===== src/sv/sfp_pkg.sv =====
// sfp_pkg: shared types and constants for the sum checksum frame parser
// no dependencies; imported by the parser, top, checker and testbench
package sfp_pkg;

  localparam int unsigned ByteW   = 8;
  localparam int unsigned StatusW = 2;
  localparam int unsigned AngleW  = 16;
  localparam int unsigned PhaseW  = 3;
  localparam int unsigned NumAngleBytes = 6;

  // configuration register indexes
  localparam logic CfgStartMarker = 1'b0;
  localparam logic CfgAngleOffset = 1'b1;

  // configuration reset values
  localparam logic [ByteW-1:0] StartMarkerRst = 8'h3E;
  localparam logic [ByteW-1:0] AngleOffsetRst = 8'd38;

  // parser phases
  localparam logic [PhaseW-1:0] PhHunt = 3'd0;
  localparam logic [PhaseW-1:0] PhCmd  = 3'd1;
  localparam logic [PhaseW-1:0] PhLen  = 3'd2;
  localparam logic [PhaseW-1:0] PhHcs  = 3'd3;
  localparam logic [PhaseW-1:0] PhBody = 3'd4;
  localparam logic [PhaseW-1:0] PhBcs  = 3'd5;

  // result status codes
  localparam logic [StatusW-1:0] StGood    = 2'd0;
  localparam logic [StatusW-1:0] StHdrBad  = 2'd1;
  localparam logic [StatusW-1:0] StBodyBad = 2'd2;

  // packed result width: 2 + 8 + 8 + 1 + 3*16 = 67, padded to 72
  localparam int unsigned ResultBits = StatusW + 2*ByteW + 1 + 3*AngleW;
  localparam int unsigned ResultW    = ((ResultBits + 7) / 8) * 8;

  typedef struct packed {
    logic [StatusW-1:0]       status;
    logic [ByteW-1:0]         command;
    logic [ByteW-1:0]         body_length;
    logic                     angles_present;
    logic signed [AngleW-1:0] roll;
    logic signed [AngleW-1:0] pitch;
    logic signed [AngleW-1:0] yaw;
  } result_t;

endpackage


===== src/sv/sfp_parser.sv =====
// sfp_parser: frame state machine, checksum accumulation and angle capture
// depends on sfp_pkg; one byte is consumed per accepted transaction
module sfp_parser (
  input  logic                       clk_i,
  input  logic                       rst_ni,
  input  logic                       cfg_we_i,
  input  logic                       cfg_addr_i,
  input  logic [sfp_pkg::ByteW-1:0]  cfg_wdata_i,
  input  logic                       byte_valid_i,
  input  logic [sfp_pkg::ByteW-1:0]  byte_i,
  output logic                       res_valid_o,
  output sfp_pkg::result_t           res_o
);
  import sfp_pkg::*;

  logic [ByteW-1:0]  start_marker_q, angle_offset_q;
  logic [PhaseW-1:0] phase_q, phase_d;
  logic [ByteW-1:0]  cmd_q, cmd_d, len_q, len_d, cnt_q, cnt_d, sum_q, sum_d;
  logic [ByteW-1:0]  ang_q [NumAngleBytes];
  logic [ByteW-1:0]  ang_d [NumAngleBytes];
  logic [ByteW:0]    rel;
  logic [ByteW:0]    need_len;
  logic              present;
  logic              hdr_ok;

  // configuration registers
  always_ff @(posedge clk_i or negedge rst_ni) begin
    if (!rst_ni) begin
      start_marker_q <= StartMarkerRst;
      angle_offset_q <= AngleOffsetRst;
    end else if (cfg_we_i) begin
      case (cfg_addr_i)
        CfgStartMarker: start_marker_q <= cfg_wdata_i;
        CfgAngleOffset: angle_offset_q <= cfg_wdata_i;
        default: ;
      endcase
    end
  end

  assign rel      = {1'b0, cnt_q} - {1'b0, angle_offset_q};
  assign need_len = {1'b0, angle_offset_q} + (ByteW+1)'(NumAngleBytes);
  assign present  = ({1'b0, len_q} >= need_len);
  assign hdr_ok   = (byte_i == ByteW'(cmd_q + len_q));

  always_comb begin
    phase_d     = phase_q;
    cmd_d       = cmd_q;
    len_d       = len_q;
    cnt_d       = cnt_q;
    sum_d       = sum_q;
    ang_d       = ang_q;
    res_valid_o = 1'b0;
    res_o       = '0;
    res_o.command     = cmd_q;
    res_o.body_length = len_q;
    case (phase_q)
      PhHunt: begin
        if (byte_i == start_marker_q) begin
          cmd_d = '0;
          len_d = '0;
          cnt_d = '0;
          sum_d = '0;
          for (int i = 0; i < NumAngleBytes; i++) ang_d[i] = '0;
          phase_d = PhCmd;
        end
      end
      PhCmd: begin
        cmd_d   = byte_i;
        phase_d = PhLen;
      end
      PhLen: begin
        len_d   = byte_i;
        phase_d = PhHcs;
      end
      PhHcs: begin
        if (!hdr_ok) begin
          phase_d      = PhHunt;
          res_valid_o  = 1'b1;
          res_o.status = StHdrBad;
        end else begin
          phase_d = (len_q == '0) ? PhBcs : PhBody;
        end
      end
      PhBody: begin
        // rel is nonnegative and below six only inside the angle window
        for (int i = 0; i < NumAngleBytes; i++) begin
          if (rel == (ByteW+1)'(i)) ang_d[i] = byte_i;
        end
        sum_d = sum_q + byte_i;
        cnt_d = cnt_q + 1'b1;
        // the last body byte is the one that brings the count up to the length
        if (cnt_d == len_q) phase_d = PhBcs;
      end
      PhBcs: begin
        phase_d              = PhHunt;
        res_valid_o          = 1'b1;
        res_o.status         = (byte_i == sum_q) ? StGood : StBodyBad;
        res_o.angles_present = present;
        if (present) begin
          res_o.roll  = {ang_q[1], ang_q[0]};
          res_o.pitch = {ang_q[3], ang_q[2]};
          res_o.yaw   = {ang_q[5], ang_q[4]};
        end
      end
      default: phase_d = PhHunt;
    endcase
    if (!byte_valid_i) res_valid_o = 1'b0;
  end

  always_ff @(posedge clk_i or negedge rst_ni) begin
    if (!rst_ni) begin
      phase_q <= PhHunt;
      cmd_q   <= '0;
      len_q   <= '0;
      cnt_q   <= '0;
      sum_q   <= '0;
      for (int i = 0; i < NumAngleBytes; i++) ang_q[i] <= '0;
    end else if (byte_valid_i) begin
      phase_q <= phase_d;
      cmd_q   <= cmd_d;
      len_q   <= len_d;
      cnt_q   <= cnt_d;
      sum_q   <= sum_d;
      ang_q   <= ang_d;
    end
  end

endmodule


===== src/sv/sum_checksum_frame_parser_top.sv =====
// sum_checksum_frame_parser_top: stream wrapper around sfp_parser with a result register
// depends on sfp_pkg and sfp_parser
// a status result is registered onto m_axis in the cycle after the frame's last byte
// throughput: one byte per cycle unless a held result drops s_axis_tready; each byte is
// parsed in its accept cycle, and the result register frees up as it is taken (no bubble)
// reset: asynchronous active-low rst_ni puts the parser in start-marker hunt,
// restores start_marker = 0x3E and angle_offset = 38, and empties the result register
module sum_checksum_frame_parser_top (
  input  logic                            clk_i,
  input  logic                            rst_ni,
  // configuration: index 0 start_marker, index 1 angle_offset
  input  logic                            cfg_we_i,
  input  logic                            cfg_addr_i,
  input  logic [sfp_pkg::ByteW-1:0]       cfg_wdata_i,
  // received byte stream
  input  logic                            s_axis_tvalid,
  output logic                            s_axis_tready,
  input  logic [sfp_pkg::ByteW-1:0]       s_axis_tdata,  // [7:0] rx_byte
  // status result stream
  output logic                            m_axis_tvalid,
  input  logic                            m_axis_tready,
  // [1:0] status, [9:2] command, [17:10] body_length, [18] angles_present,
  // [34:19] roll, [50:35] pitch, [66:51] yaw, [71:67] zero
  output logic [sfp_pkg::ResultW-1:0]     m_axis_tdata
);
  import sfp_pkg::*;

  logic               in_xfer;
  logic               res_valid;
  result_t            res;
  logic               out_valid_q, out_valid_d;
  logic [ResultW-1:0] out_data_q;
  logic [ResultW-1:0] res_packed;

  // a new byte goes in whenever the result register is empty or being drained
  assign s_axis_tready = !out_valid_q || m_axis_tready;
  assign in_xfer       = s_axis_tvalid && s_axis_tready;

  sfp_parser u_parser (
    .clk_i        (clk_i),
    .rst_ni       (rst_ni),
    .cfg_we_i     (cfg_we_i),
    .cfg_addr_i   (cfg_addr_i),
    .cfg_wdata_i  (cfg_wdata_i),
    .byte_valid_i (in_xfer),
    .byte_i       (s_axis_tdata),
    .res_valid_o  (res_valid),
    .res_o        (res)
  );

  // first field in the lowest bits
  assign res_packed = ResultW'({res.yaw, res.pitch, res.roll, res.angles_present,
                                res.body_length, res.command, res.status});

  always_comb begin
    out_valid_d = out_valid_q;
    if (res_valid) begin
      out_valid_d = 1'b1;
    end else if (m_axis_tready) begin
      out_valid_d = 1'b0;
    end
  end

  always_ff @(posedge clk_i or negedge rst_ni) begin
    if (!rst_ni) begin
      out_valid_q <= 1'b0;
    end else begin
      out_valid_q <= out_valid_d;
    end
  end

  // payload register, loaded only when a result is produced
  always_ff @(posedge clk_i) begin
    if (res_valid) begin
      out_data_q <= res_packed;
    end
  end

  assign m_axis_tvalid = out_valid_q;
  assign m_axis_tdata  = out_data_q;

endmodule


===== config.mk =====
export PLATFORM = sky130hd
export DESIGN_NAME = sum_checksum_frame_parser_top
export DESIGN_NICKNAME = d
export VERILOG_FILES = /design/src/sv/sfp_pkg.sv /design/src/sv/sfp_parser.sv /design/src/sv/sum_checksum_frame_parser_top.sv
export SDC_FILE = /design/constraint.sdc
export NUM_CORES = 1
export LEC_CHECK = 0
export ABC_CLOCK_PERIOD_IN_PS = 4890
export BUFFER_PORTS_ARGS = -buffer_cell sky130_fd_sc_hd__buf_2
export CELL_PAD_IN_SITES_DETAIL_PLACEMENT = 0
export CELL_PAD_IN_SITES_GLOBAL_PLACEMENT = 2
export CORE_MARGIN = 1
export CORE_UTILIZATION = 35
export CTS_BUF_LIST = sky130_fd_sc_hd__clkbuf_8 sky130_fd_sc_hd__clkbuf_16
export DETAILED_ROUTE_END_ITERATION = 6
export PLACE_DENSITY_LB_ADDON = 0.1
export SETUP_SLACK_MARGIN = 0.2
export SLEW_MARGIN = 5
export SYNTH_ARGS = -nofsm -noshare
export SYNTH_HDL_FRONTEND = slang
export SYNTH_HIERARCHICAL = 1
export SYNTH_SLANG_ARGS = --single-unit

===== constraint.sdc =====
create_clock -name clk_i -period 4.89 [get_ports clk_i]
set_input_delay 0.489 -clock clk_i [delete_from_list [all_inputs] [get_ports clk_i]]
set_output_delay 0.489 -clock clk_i [all_outputs]
set_load 0.005 [all_outputs]

; Word level (Yosys, flattened, before mapping)
; Index checks and enable logic that the tools add are counted.
; W data, S select, Z words.
[totals]
rom_bits = 0
regBits = 167
latch_bits = 0
output_inout_bits = 74
input_bits = 22
ramBits = 0
n_memories = 0
[classes]
n_mux = 26
shift = 0
n_bitwise = 1
n_lt_le_gt_ge = 1
eq_ne = 22
multipliers = 0
div_mod_pow = 0
reduce_logical = 23
add_sub_neg = 5
[ops]
columns = operator, n
row1 = $pmux W48 S2, 1
row2 = $pmux W8 S2, 4
row3 = $mux W8, 7
row4 = $mux W48, 1
row5 = $eq A8 B8 Y1, 4
row6 = $reduce_and A4 Y1, 6
row7 = $eq A9 B2 Y1 const B, 2
row8 = $eq A9 B3 Y1 const B, 2
row9 = $add A8 B8 Y8, 2
row10 = $ne A2 B1 Y1 const B, 8
row11 = $pmux W3 S5, 1
row12 = $reduce_and A3 Y1, 4
row13 = $add A8 B3 Y9 const B, 1
row14 = $eq A9 B1 Y1 const B, 1
row15 = $ge A8 B9 Y1, 1
row16 = $logic_not A9 Y1, 1
row17 = $mux W3, 3
row18 = $sub A8 B8 Y9, 1
row19 = $add A8 B1 Y8 const B, 1
row20 = $logic_not A8 Y1, 1
row21 = $reduce_bool A2 Y1, 4
row22 = $eq A3 B2 Y1 const B, 2
row23 = $eq A3 B3 Y1 const B, 2
row24 = $mux W1, 6
row25 = 10 further kinds, 12

; Longest topological paths before layout
; Gate-level depths: netlist (run 1).
[depth]
ltp_word = 6
ltp_mapped = 12
depth_no_buf = 10

; Cells and area by module
; Netlist (run 1), hierarchy kept.
[by_module_without_submodules]
columns = mod, cells_per_inst, area_each_um2, instances
row1 = sfp_parser, 756, 6884.1, 1
row2 = sum_checksum_frame_parser_top, 77, 2107.0, 1

; Least setup slack after synthesis (run 1)
; OpenSTA, ideal clock, no wires.
[synth_timing]
kind = reg-to-reg
startpoint = reg u_parser.len_q[0]
endpoint = reg out_data_q[0] (netlist: m_axis_tdata[0]) (enable)
t_arrival_ns = 3.258
required_time_ns = 4.461
path_stages_with_launch = 10
n_path_buf = 0
setup_slack_ns = 1.203
cell_sequence = dfrtp_1 -> ha_1 -> inv_1 -> fa_1 -> nand2b_1 -> a21oi_1 -> o32a_1 -> a32oi_1 -> nand4b_1 -> a41o_1
[synth_via]
elab_chain_len = 5
[synth_rtl]
columns = element, line_no
row1 = start: declaration, sfp_parser.sv:18  ; logic [ByteW-1:0] cmd_q, cmd_d, len_q, len_d, cnt_q, cnt_d, sum_q, sum_d;
row2 = start signal: assignment, sfp_parser.sv:121  ; len_q <= len_d;
row3 = $add A8 B8 Y8, sfp_parser.sv:43  ; assign hdr_ok = (byte_i == ByteW'(cmd_q + len_q));
row4 = $eq A8 B8 Y1, sfp_parser.sv:43
row5 = $mux W1, sfp_parser.sv:76  ; if (!hdr_ok) begin
row6 = $pmux W1 S2, sfp_parser.sv:56  ; case (phase_q)
row7 = $mux W1, sfp_parser.sv:107  ; if (!byte_valid_i) res_valid_o = 1'b0;
row8 = end signal: assignment, sum_checksum_frame_parser_top.sv:75  ; out_data_q <= res_packed;
row9 = end: declaration, sum_checksum_frame_parser_top.sv:32  ; logic [ResultW-1:0] out_data_q;
; No other way between the ends.
; A chain may end at the register's enable or synchronous reset.

; Worst setup path after layout (run 1)
[layout_timing]
startpoint = reg u_parser.len_q[0]
endpoint = reg out_data_q[22] (netlist: m_axis_tdata[22]) (enable)
; The elaborated chain is that of the path after synthesis.

==> results by group, run 1 <==
Status
  • Result of the run: finished clean

Yosys
  • Yosys warning total: 6
  • Count of cell types in the netlist: 70
  • Post-synthesis instance total: 833
  • Average cell area after synthesis: 10.79 um2
  • EDFF count, synth: 67
  • Cell Area, Synth: between 0.008 and 0.009 mm2
  • Most frequently used flop master after synthesis: sky130_fd_sc_hd__dfrtp_1
  • Number of synthesized register bits: 167
  • Async set or reset register ratio after synthesis: 0.5988
  • Sequential cell area fraction in the yosys report: 0.5032

Timing
  • Number of hold violations in the final report: 0
  • Summed negative setup slack over all endpoints: 0 ps
  • Unrepaired setup endpoints after global routing: false
  • Clock skew after layout: roughly 9.8 ps
  • Setup-violating endpoint count in the final report: 0
  • Slew of the pin with the lowest slew margin: about 1100 ps
  • Pins over their slew limit: 0
  • Fraction of the cycle the final worst path needs: 0.7590
  • Timing-limited maximum frequency: between 200 and 300 MHz
  • Max-slew headroom: 0.2776
  • Final period demand of the worst path: 3712 ps

Critical path
  • Type of element capturing the critical path: register
  • Cell at the slowest stage of the critical path: sky130_fd_sc_hd__a41o_2
  • Req. time, crit path: between 4000 and 5000 ps
  • End point of the critical path: m_axis_tdata[22]
  • Path type of the worst setup path: reg2reg
  • Arr. time, crit path: 3810 ps
  • Cell count along the critical path: 10
  • Kind of start point of the critical path: register
  • Highest net fanout along the worst path: 43
  • CP startpoint: u_parser/len_q[0]
  • Worst reg2reg path endpoint: m_axis_tdata[22]
  • Family with the most delay on the worst path: compound AO/OA/AOI/OAI gates
  • Worst path bufs/invs: 2
  • Max incr delay on CP: 930 ps
  • Startpoint of the worst register-to-register path: u_parser/len_q[0]
  • Worst reg-to-reg setup slack: between 1000 and 1500 ps
  • Cell count of the worst reg-to-reg path: 10
  • Crit-path cells: ha_1 > inv_1 > fa_1 > nand2b_1 > a21oi_1 > o32a_1 > a32oi_1 > nand4b_1 > a41o_2 > buf_4

Job
  • Max-cap violation count: 0

Global route
  • Total routing resource utilization after global routing: 0.1888
  • Wire length of the first global-routing pass: 38140 um
  • Number of antenna violations at the first check in global routing: 2
  • Via count of the first global-routing pass: 6608
  • Overflow left after global routing: 0
  • Largest net degree at the start of global routing: a little under 90

Floorplanning
  • Core box area: around 0.025 mm2
  • Overall die height: approximately 160 um
  • Die outline area: roughly 0.026 mm2
  • # rows: 58
  • Io pins: 96
  • Overall die width: about 160 um
  • Effective utilization at floorplan: 0.3571

Clocking
  • H-tree levels: 4
  • Root buffer cell: sky130_fd_sc_hd__clkbuf_16
  • Post-CTS resize count: 0
  • TritonCTS clock tree: yes
  • Clock buffer depth: 2
  • Clock-pin slew of the registers on the worst-case setup and hold paths: around 70 ps
  • TritonCTS buffer count: 17
  • Number of buffers added to fix hold violations after cts: 0
  • Number of clock sinks seen by CTS: 167
  • Number of setup buffers added after CTS: 0
  • Worst-skew pair later-pin latency: about 430 ps

Placed design
  • Last weighted congestion value of the routability-driven placer: 0.8211
  • Detailed-placement wirelength estimate: between 15000 and 20000 um
  • Count of port buffers added during placement: 90

Route
  • Total number of vias: 6757
  • Met2 wirelength from detailed routing: 11660 um
  • DR iter-0 viols: approximately 370
  • Average wire length per cell after detail routing: 19.40 um
  • Number of remaining DRC errors: 0
  • Drt pass-1 iters: 4
  • Uppermost signal routing layer after detailed routing: met4
  • Met3 wirelength from detailed routing: roughly 780 um
  • Via density per instance: 5.419
  • Wirelength, routed: 24200 um
  • Post-route ant nets: 0
  • Met1 routed wirelength after detailed routing: ~12000 um

Cells and area
  • Util after Layout: 0.4112
  • Footprint of the multi-input gates: between 0.004 and 0.005 mm2
  • Layout Nets: a little under 1000
  • Fraction of layout instances using a drive strength above 1: 0.1963
  • Antenna diode count: 0
  • Layout Area Growth over Synthesis: 15.15%
  • Final-layout fill cell count: around 2500
  • FF/Latch Area: around 0.0045 mm2

Hold path
  • Type of the most critical hold path: in2async

Pwr
  • Switching Power: 1523 uW
  • Internal: between 3000 and 4000 uW
  • Power density over cell area: 441.0 mW/mm2
  • Maximum resistive drop on vdd: 0.2139 mV
  • Clk network pwr share: 0.332
  • P_leak: ~0.0043 uW
  • Part of the power in registers: 0.410
  • Combinational share of power: 0.258
  • Switching Fraction: 0.3336
per-stage QoR:
| stage | instances | hold slack (ps) | cell area (um2) | worst slack (ps) | total power, uW |
|---|---|---|---|---|---|
| 2_1_floorplan | 837 | 193.4 | 9006 | 1203 | 2679 |
| 3_3_place_gp | 1215 | 465.1 | 9692 | 1258 | 3067 |
| 3_5_place_dp | 1215 | 474.8 | 9692 | 1178 | 3084 |
| 4_1_cts | 1247 | 110.0 | 10350 | 1142 | 4617 |
| 5_1_grt | 1247 | 134.8 | 10350 | 946.7 | 4825 |
| 6_report | 1247 | 83.43 | 10350 | 1178 | 4566 |
layout by cell type (no fill, tap or decap), types with 9 or more instances in the layout:
cell	synthesis	layout
sky130_fd_sc_hd__o21ai_0	52	52
sky130_fd_sc_hd__nor2_1	23	23
sky130_fd_sc_hd__nor3b_1	50	50
sky130_fd_sc_hd__or3b_1	16	16
sky130_fd_sc_hd__nand4_1	19	19
sky130_fd_sc_hd__nor3_1	10	9
sky130_fd_sc_hd__nand3_1	11	11
sky130_fd_sc_hd__mux2_2	18	18
sky130_fd_sc_hd__nand2_1	87	87
sky130_fd_sc_hd__edfxtp_1	67	67
sky130_fd_sc_hd__and3_1	12	12
sky130_fd_sc_hd__buf_2	8	89
sky130_fd_sc_hd__o211ai_1	35	35
sky130_fd_sc_hd__mux2i_1	16	16
sky130_fd_sc_hd__and2_1	19	19
sky130_fd_sc_hd__ha_1	32	32
sky130_fd_sc_hd__a31oi_1	21	21
sky130_fd_sc_hd__a21oi_1	37	36
sky130_fd_sc_hd__inv_1	21	22
sky130_fd_sc_hd__buf_4	6	12
sky130_fd_sc_hd__clkbuf_16	0	18
sky130_fd_sc_hd__xnor2_1	32	32
sky130_fd_sc_hd__xor2_1	10	10
sky130_fd_sc_hd__dfrtp_1	92	92
sequential cells by signal, summed over array words and instances (netlist names):
name                     count
m_axis_tdata                67
m_axis_tvalid                1
u_parser/ang_q              48
u_parser/angle_offset_q      8
u_parser/cmd_q               8
u_parser/cnt_q               8
u_parser/len_q               8
u_parser/phase_q             3
u_parser/start_marker_q      8
u_parser/sum_q               8
layer usage:
layer | vias to the layer above | track usage
li1 | 3211 | -
met1 | 3376 | 0.2580
met2 | 149 | 0.3133
met3 | 21 | 0.03090
met4 | 0 | 0.04031
met5 | - | 0
Yosys cell counts (3+ instances only):
cell,number,area share
sky130_fd_sc_hd__mux2i_1,16,0.018
sky130_fd_sc_hd__nand2b_1,7,0.0049
sky130_fd_sc_hd__a22o_1,8,0.0078
sky130_fd_sc_hd__xor2_1,10,0.0097
sky130_fd_sc_hd__nand3_1,11,0.0061
sky130_fd_sc_hd__a21oi_1,37,0.021
sky130_fd_sc_hd__a31oi_1,21,0.015
sky130_fd_sc_hd__and3_1,12,0.0083
sky130_fd_sc_hd__mux2_2,18,0.023
sky130_fd_sc_hd__nand4_1,19,0.013
sky130_fd_sc_hd__nor3_1,10,0.0056
sky130_fd_sc_hd__nor2b_1,5,0.0035
sky130_fd_sc_hd__buf_1,3,0.0013
sky130_fd_sc_hd__dfstp_2,8,0.023
sky130_fd_sc_hd__nor4_1,6,0.0042
sky130_fd_sc_hd__o211ai_1,35,0.029
sky130_fd_sc_hd__fa_1,3,0.0067
sky130_fd_sc_hd__o21a_1,3,0.0025
sky130_fd_sc_hd__and2_1,19,0.013
sky130_fd_sc_hd__or3b_1,16,0.016
sky130_fd_sc_hd__a21o_1,5,0.0042
sky130_fd_sc_hd__o31ai_1,6,0.0050
sky130_fd_sc_hd__or3_1,3,0.0021
sky130_fd_sc_hd__inv_1,21,0.0088
sky130_fd_sc_hd__buf_4,6,0.0050
sky130_fd_sc_hd__nor2_1,23,0.0096
sky130_fd_sc_hd__nand4b_1,3,0.0029
sky130_fd_sc_hd__edfxtp_1,67,0.22
sky130_fd_sc_hd__ha_1,32,0.045
sky130_fd_sc_hd__buf_6,6,0.0075
sky130_fd_sc_hd__buf_2,8,0.0045
sky130_fd_sc_hd__nand2_1,87,0.036
sky130_fd_sc_hd__dfrtp_1,92,0.26
sky130_fd_sc_hd__nor3b_1,50,0.042
sky130_fd_sc_hd__nand3_2,3,0.0033
sky130_fd_sc_hd__xnor2_1,32,0.031
sky130_fd_sc_hd__o21ai_0,52,0.029
sky130_fd_sc_hd__clkbuf_1,30,0.013
power groups by stage:
stage / Sequential (uW) / Combinational [uW] / Clock [uW]
floorplan: 1830 / 847 / 0
detailed placement: 1900 / 1180 / 0
global route: 1900 / 1310 / 1610
global placement: 1900 / 1170 / 0
finish: 1870 / 1180 / 1520
CTS: 1870 / 1190 / 1550
worst min path at each step:
stage	from	end	slack [ps]
2_1_floorplan	rst_ni	m_axis_tvalid	190
3_5_place_dp	u_parser/sum_q[3]	u_parser/sum_q[3]	470
6_report	rst_ni	u_parser/ang_q[19]	80
4_1_cts	rst_ni	u_parser/ang_q[31]	110
3_3_place_gp	u_parser/sum_q[3]	u_parser/sum_q[3]	470
5_1_grt	rst_ni	u_parser/ang_q[19]	130
cell type report:
| type | instances | share of cell area |
|---|---|---|
| Clock buffer | 18 | 0.04350 |
| Sequential cell | 167 | 0.4370 |
| Multi-Input combinational cell | 596 | 0.4004 |
| Tap cell | 330 | 0.03988 |
| Timing Repair Buffer | 101 | 0.05172 |
| Clock inverter | 14 | 0.01994 |
| Inverter | 21 | 0.007613 |
kinds of logic after synthesis:
logic type      count (synthesis)  share of synthesized area
buf+inv                        74                    0.03952
xor+xnor                       42                    0.04091
compound gates                192                     0.1380
simple gates                  287                     0.1838
fa+ha+maj                      35                    0.05121
other cells                     1                  0.0004171
flops                         167                     0.5032
mux                            35                    0.04286
(Power assumes the default switching activity.)
==> run 2, diff against run 1 <==
--- a/config.mk
+++ b/config.mk
@@ -5,7 +5,7 @@
 export SDC_FILE = /design/constraint.sdc
 export NUM_CORES = 1
 export LEC_CHECK = 0
-export ABC_CLOCK_PERIOD_IN_PS = 4890
+export ABC_CLOCK_PERIOD_IN_PS = 3900
 export BUFFER_PORTS_ARGS = -buffer_cell sky130_fd_sc_hd__buf_2
 export CELL_PAD_IN_SITES_DETAIL_PLACEMENT = 0
 export CELL_PAD_IN_SITES_GLOBAL_PLACEMENT = 2
==> constraint.sdc (replaced) <==
create_clock -name clk_i -period 3.9 [get_ports clk_i]
set_input_delay 0.39 -clock clk_i [delete_from_list [all_inputs] [get_ports clk_i]]
set_output_delay 0.39 -clock clk_i [all_outputs]
set_load 0.005 [all_outputs]
==> results by group, run 2 (synthesis gave the netlist of run 1 again) <==
Clocking
  • Post-CTS resize count: 0
  • H-tree levels: 4
  • Clock-pin slew of the registers on the worst-case setup and hold paths: ~70 ps
  • Number of buffers added to fix hold violations after cts: 0
  • Root buffer cell: sky130_fd_sc_hd__clkbuf_16
  • Worst-skew pair later-pin latency: approximately 430 ps
  • TritonCTS buffer count: 17
  • Number of setup buffers added after CTS: 0
  • Number of clock sinks seen by CTS: 167
  • TritonCTS clock tree: yes
  • Clock buffer depth: 2

Route
  • Wirelength, routed: about 24000 um
  • Via density per instance: approximately 5.4
  • Total number of vias: ~6800
  • Drt pass-1 iters: 5
  • Number of remaining DRC errors: 0
  • DR iter-0 viols: between 300 and 400
  • Average wire length per cell after detail routing: approximately 19 um
  • Post-route ant nets: 0

Timing
  • Clock skew after layout: ~10 ps
  • Slew of the pin with the lowest slew margin: between 900 and 1000 ps
  • Summed negative setup slack over all endpoints: 0 ps
  • Setup-violating endpoint count in the final report: 0
  • Unrepaired setup endpoints after global routing: false
  • Fraction of the cycle the final worst path needs: 0.8568
  • Number of hold violations in the final report: 0
  • Pins over their slew limit: 0
  • Final period demand of the worst path: 3342 ps
  • Timing-limited maximum frequency: 299.3 MHz
  • Max-slew headroom: 0.3574

Floorplanning
  • Core box area: between 0.02 and 0.03 mm2
  • Io pins: between 90 and 100
  • Effective utilization at floorplan: 0.3571
  • Overall die height: ~160 um
  • # rows: 58
  • Die outline area: ~0.026 mm2
  • Overall die width: 162.3 um

Job
  • Max-cap violation count: 0

Critical path
  • Crit-path cells: ha_1 > inv_1 > fa_1 > nand2b_1 > a21oi_1 > o32a_1 > a32oi_1 > nand4b_1 > a41o_2 > buf_12
  • Type of element capturing the critical path: register
  • Cell at the slowest stage of the critical path: sky130_fd_sc_hd__a41o_2
  • Worst reg2reg path endpoint: m_axis_tdata[1]
  • Req. time, crit path: ~4000 ps
  • Highest net fanout along the worst path: 46
  • Max incr delay on CP: 700 ps
  • Arr. time, crit path: ~3500 ps
  • Path type of the worst setup path: reg2reg
  • Startpoint of the worst register-to-register path: u_parser/len_q[0]
  • Family with the most delay on the worst path: compound AO/OA/AOI/OAI gates
  • Worst path bufs/invs: 2
  • Kind of start point of the critical path: register
  • Cell count of the worst reg-to-reg path: 10
  • Worst reg-to-reg setup slack: around 560 ps

Cells and area
  • Number of flip-flops in the largest register: 67
  • FF/Latch Area: between 0.004 and 0.005 mm2
  • Most frequent cells in the layout: 92 x sky130_fd_sc_hd__dfrtp_1, 89 x sky130_fd_sc_hd__buf_2, 87 x sky130_fd_sc_hd__nand2_1
  • Leading cell type in the layout, fill and taps excluded: sky130_fd_sc_hd__dfrtp_1
  • Footprint of the multi-input gates: between 0.004 and 0.005 mm2
  • Final-layout fill cell count: between 2000 and 2500
  • Layout Area Growth over Synthesis: 15.18%
  • Antenna diode count: 0
  • Fraction of layout instances using a drive strength above 1: 0.2015
  • Layout Nets: 967

Global route
  • Via count of the first global-routing pass: between 6000 and 7000
  • Wire length of the first global-routing pass: 37920 um
  • Global-route met1 utilization: 0.2547
  • Number of antenna violations at the first check in global routing: 0
  • Total routing resource utilization after global routing: 0.1898
  • Routing usage on met3: 0.02860
  • Overflow left after global routing: 0
  • Largest net degree at the start of global routing: ~70
  • Global-route track usage on met2: 0.3159
  • Busiest layer in global routing: met2

Pwr
  • Maximum resistive drop on vdd: roughly 0.27 mV
  • P_leak: approximately 0.0043 uW
  • Power density over cell area: around 540 mW/mm2
  • Overall power: roughly 5600 uW

Status
  • Result of the run: finished clean

Placed design
  • Detailed-placement wirelength estimate: about 17000 um
  • Last weighted congestion value of the routability-driven placer: ~0.80
  • Count of port buffers added during placement: 90

Hold path
  • Type of the most critical hold path: in2async
[run 2: changes by cell type in the layout (fill, tap and decap cells not counted), moves of 2 or more]
cell,delta
sky130_fd_sc_hd__bufinv_16,-3
sky130_fd_sc_hd__buf_4,+5
sky130_fd_sc_hd__clkinv_8,+3
sky130_fd_sc_hd__clkinv_4,+2
[run 2: routing by layer]
layer	vias to the layer above	part of all wire
li1	3220	-
met5	-	0
met3	18	0.033
met1	3386	0.46
met4	0	0.012
met2	160	0.49
[run 2: through the flow]
step	cells	utilization	worst slack [ps]	area, um2	hold WS (ps)
global placement	1221	0.3872	695.8	9749	466.9
finish	1253	0.4113	558.5	10360	84.89
CTS	1253	0.4113	592.7	10360	116.3
detailed placement	1221	0.3872	632.0	9749	474.1
floorplan	837	-	212.7	9006	94.41
global route	1253	0.4113	381.9	10360	156.4
[run 2: worst register-to-register path: stages, from the launching register on]
cell and delay, ps:
sky130_fd_sc_hd__dfrtp_1 480, sky130_fd_sc_hd__ha_1 230, sky130_fd_sc_hd__inv_1 60, sky130_fd_sc_hd__fa_1 390, sky130_fd_sc_hd__nand2b_1 180, sky130_fd_sc_hd__a21oi_1 200, sky130_fd_sc_hd__o32a_1 170, sky130_fd_sc_hd__a32oi_1 90
sky130_fd_sc_hd__nand4b_1 180, sky130_fd_sc_hd__a41o_2 700, sky130_fd_sc_hd__buf_12 330
[run 2: worst max path at each step]
stage                      startpoint          endpoint  slack, ps  depth (start not counted)
floorplan           u_parser/len_q[0]   m_axis_tdata[0]        210                          9
global placement    u_parser/len_q[0]  m_axis_tdata[11]        700                         10
detailed placement  u_parser/len_q[0]   m_axis_tdata[5]        630                         10
CTS                 u_parser/len_q[0]   m_axis_tdata[1]        590                         10
global route        u_parser/len_q[0]     m_axis_tvalid        380                         11
finish              u_parser/len_q[0]   m_axis_tdata[1]        560                         10
[run 2: area by class of cell]
type                            count  share of cell area
Sequential cell                   167              0.4369
Tap cell                          330             0.03987
Timing Repair Buffer              107             0.05727
Clock inverter                     15             0.01752
Multi-Input combinational cell    596              0.3998
Inverter                           21            0.007611
Clock buffer                       17             0.04108
[run 2: power by group]
| group | switching [uW] | internal [uW] | total (uW) |
|---|---|---|---|
| registers | 209 | 2120 | 2330 |
| logic | 944 | 581 | 1520 |
| clock network | 813 | 921 | 1730 |
==> run 3, diff against run 2 <==
--- a/config.mk
+++ b/config.mk
@@ -5,7 +5,7 @@
 export SDC_FILE = /design/constraint.sdc
 export NUM_CORES = 1
 export LEC_CHECK = 0
-export ABC_CLOCK_PERIOD_IN_PS = 3900
+export ABC_CLOCK_PERIOD_IN_PS = 3100
 export BUFFER_PORTS_ARGS = -buffer_cell sky130_fd_sc_hd__buf_2
 export CELL_PAD_IN_SITES_DETAIL_PLACEMENT = 0
 export CELL_PAD_IN_SITES_GLOBAL_PLACEMENT = 2
==> constraint.sdc (replaced) <==
create_clock -name clk_i -period 3.1 [get_ports clk_i]
set_input_delay 0.31 -clock clk_i [delete_from_list [all_inputs] [get_ports clk_i]]
set_output_delay 0.31 -clock clk_i [all_outputs]
set_load 0.005 [all_outputs]
==> results by group, run 3 (synthesis gave the netlist of run 1 again) <==
Cells and area
  • Leading cell type in the layout, fill and taps excluded: sky130_fd_sc_hd__dfrtp_1
  • Fraction of layout instances using a drive strength above 1: 0.2368
  • Layout Area Growth over Synthesis: 20.00%
  • Util after Layout: 0.4285
  • Layout Nets: roughly 990
  • Most frequent cells in the layout: 92 x sky130_fd_sc_hd__dfrtp_1, 89 x sky130_fd_sc_hd__buf_2, 87 x sky130_fd_sc_hd__nand2_1
  • Summed area of non-filler cells in the final layout: around 0.011 mm2
  • Antenna diode count: 0
  • Number of flip-flops in the largest register: 67
  • Final-layout fill cell count: between 2000 and 2500

Clocking
  • Number of clock sinks seen by CTS: around 170
  • Clock buffer depth: 2
  • Root buffer cell: sky130_fd_sc_hd__clkbuf_16
  • TritonCTS clock tree: yes
  • Clock-pin slew of the registers on the worst-case setup and hold paths: roughly 70 ps
  • TritonCTS buffer count: 17
  • Worst-skew pair later-pin latency: 430 ps
  • H-tree levels: 4

Route
  • Average wire length per cell after detail routing: 19.73 um
  • Wirelength, routed: ~25000 um
  • Via density per instance: 5.389
  • Post-route ant nets: 0
  • Drt pass-1 iters: 5
  • Total number of vias: around 7000
  • DR iter-0 viols: between 500 and 600
  • Number of remaining DRC errors: 0

Timing
  • Number of hold violations in the final report: 0
  • Final period demand of the worst path: 2779 ps
  • Pins over their slew limit: 0
  • Post-layout worst setup margin: approximately 320 ps
  • Timing-limited maximum frequency: between 300 and 400 MHz
  • Clock skew after layout: about 13 ps
  • Max-slew headroom: 0.3996
  • Setup-violating endpoint count in the final report: 0
  • Summed negative setup slack over all endpoints: 0 ps
  • Fraction of the cycle the final worst path needs: 0.8965
  • Unrepaired setup endpoints after global routing: true
  • Slew of the pin with the lowest slew margin: between 800 and 900 ps

Critical path
  • Worst reg2reg path endpoint: u_parser/ang_q[14]
  • CP startpoint: u_parser/angle_offset_q[1]
  • End point of the critical path: u_parser/ang_q[14]
  • Cell at the slowest stage of the critical path: sky130_fd_sc_hd__dfstp_2
  • Type of element capturing the critical path: register
  • Family with the most delay on the worst path: simple AND/OR/NAND/NOR gates
  • Worst path bufs/invs: 2
  • Cell count along the critical path: 9
  • Highest net fanout along the worst path: 36
  • Req. time, crit path: 3440 ps
  • Kind of start point of the critical path: register
  • Max incr delay on CP: ~560 ps
  • Startpoint of the worst register-to-register path: u_parser/angle_offset_q[1]
  • Worst reg-to-reg setup slack: between 300 and 400 ps
  • Path type of the worst setup path: reg2reg
  • Arr. time, crit path: a little over 3000 ps
  • Cell count of the worst reg-to-reg path: 9
  • Crit-path cells: inv_1 > fa_1 > nand3_1 > and4b_1 > a31o_1 > o21a_1 > buf_12 > nand4_2 > mux2i_1

Floorplanning
  • Die outline area: approximately 0.026 mm2
  • Overall die height: 162.3 um
  • Effective utilization at floorplan: 0.3571
  • Overall die width: around 160 um
  • Io pins: between 90 and 100
  • # rows: 58
  • Core box area: between 0.02 and 0.03 mm2

Global route
  • Overflow left after global routing: 0
  • Largest net degree at the start of global routing: 54
  • Total routing resource utilization after global routing: 0.1899
  • Number of antenna violations at the first check in global routing: 1
  • Wire length of the first global-routing pass: around 38000 um
  • Via count of the first global-routing pass: around 6600

Pwr
  • Maximum resistive drop on vdd: 0.2978 mV
  • Part of the power in registers: 0.396
  • P_leak: about 0.0045 uW
  • Switching Fraction: 0.3388
  • Combinational share of power: 0.296
  • Switching Power: between 2000 and 2500 uW
  • Clk network pwr share: 0.308
  • Internal: slightly below 5000 uW
  • Power density over cell area: a little under 700 mW/mm2

Placed design
  • Last weighted congestion value of the routability-driven placer: 0.8168
  • Count of port buffers added during placement: 90
  • Placement-stage cell area: 0.009930 mm2
  • Pre-CTS setup slack: 294.4 ps
  • Detailed-placement wirelength estimate: ~17000 um

Status
  • Result of the run: finished clean

Hold path
  • Type of the most critical hold path: in2reg
  • Worst Hold Path Cells: 2

Job
  • Max-cap violation count: 0
==> run 3: changes by cell type in the layout (fill, tap and decap cells not counted), sizes merged <==
| cell | previous run | this run |
|---|---|---|
| clkbuf | 17 | 21 |
| inv | 29 | 27 |
| clkinvlp | 1 | 2 |
| clkinv | 5 | 3 |
| dlygate4sd3 | 0 | 1 |
| bufinv | 1 | 3 |
| buf | 107 | 130 |
==> run 3: how the worst min path moves through the flow <==
stage	endpoint	from
floorplan	m_axis_tvalid	rst_ni
global placement	u_parser/ang_q[28]	rst_ni
detailed placement	u_parser/ang_q[28]	rst_ni
CTS	u_parser/angle_offset_q[3]	cfg_wdata_i[3]
global route	u_parser/angle_offset_q[3]	cfg_wdata_i[3]
finish	u_parser/angle_offset_q[3]	cfg_wdata_i[3]
==> run 3: power by group through the flow <==
stage               clock (uW)  combinational (uW)  sequential (uW)
finish                    2250                2160             2890
global route              2390                2400             2930
global placement             0                2020             2930
CTS                       2310                2060             2900
floorplan                    0                1340             2880
detailed placement           0                2040             2940
==> run 3: metrics by stage <==
| step | total power (uW) | hold slack, ps | cells |
|---|---|---|---|
| detailed placement | 4980 | 418.2 | 1237 |
| finish | 7303 | 127.6 | 1280 |
| global placement | 4954 | 425.8 | 1237 |
| floorplan | 4224 | 14.41 | 837 |
| global route | 7725 | 115.9 | 1280 |
| CTS | 7263 | 109.7 | 1270 |
==> run 3: repair_timing <==
item,in CTS,in global routing
endpoints found under the setup margin,0,120
hold endpoints to repair,50,0
gates resized for setup,0,18
setup buffers,0,4
hold buffers,1,0
==> run 3: layout make-up <==
type / count / area (um2) / area share
sequential: 167 / 4524 / 0.4193
multi-input combinational: 596 / 4223 / 0.3914
timing repair buffer: 134 / 935.9 / 0.08674
clock buffer: 18 / 439.2 / 0.04071
tap: 330 / 412.9 / 0.03827
clock inverter: 14 / 175.2 / 0.01624
inverter: 21 / 78.83 / 0.007306
==> run 3: layer usage <==
metal	vias up	share of wire	track usage
met5	-	0	0
met4	0	0.014	0.04674
met3	26	0.041	0.02809
met2	166	0.49	0.3168
met1	3428	0.46	0.2579
li1	3278	-	-
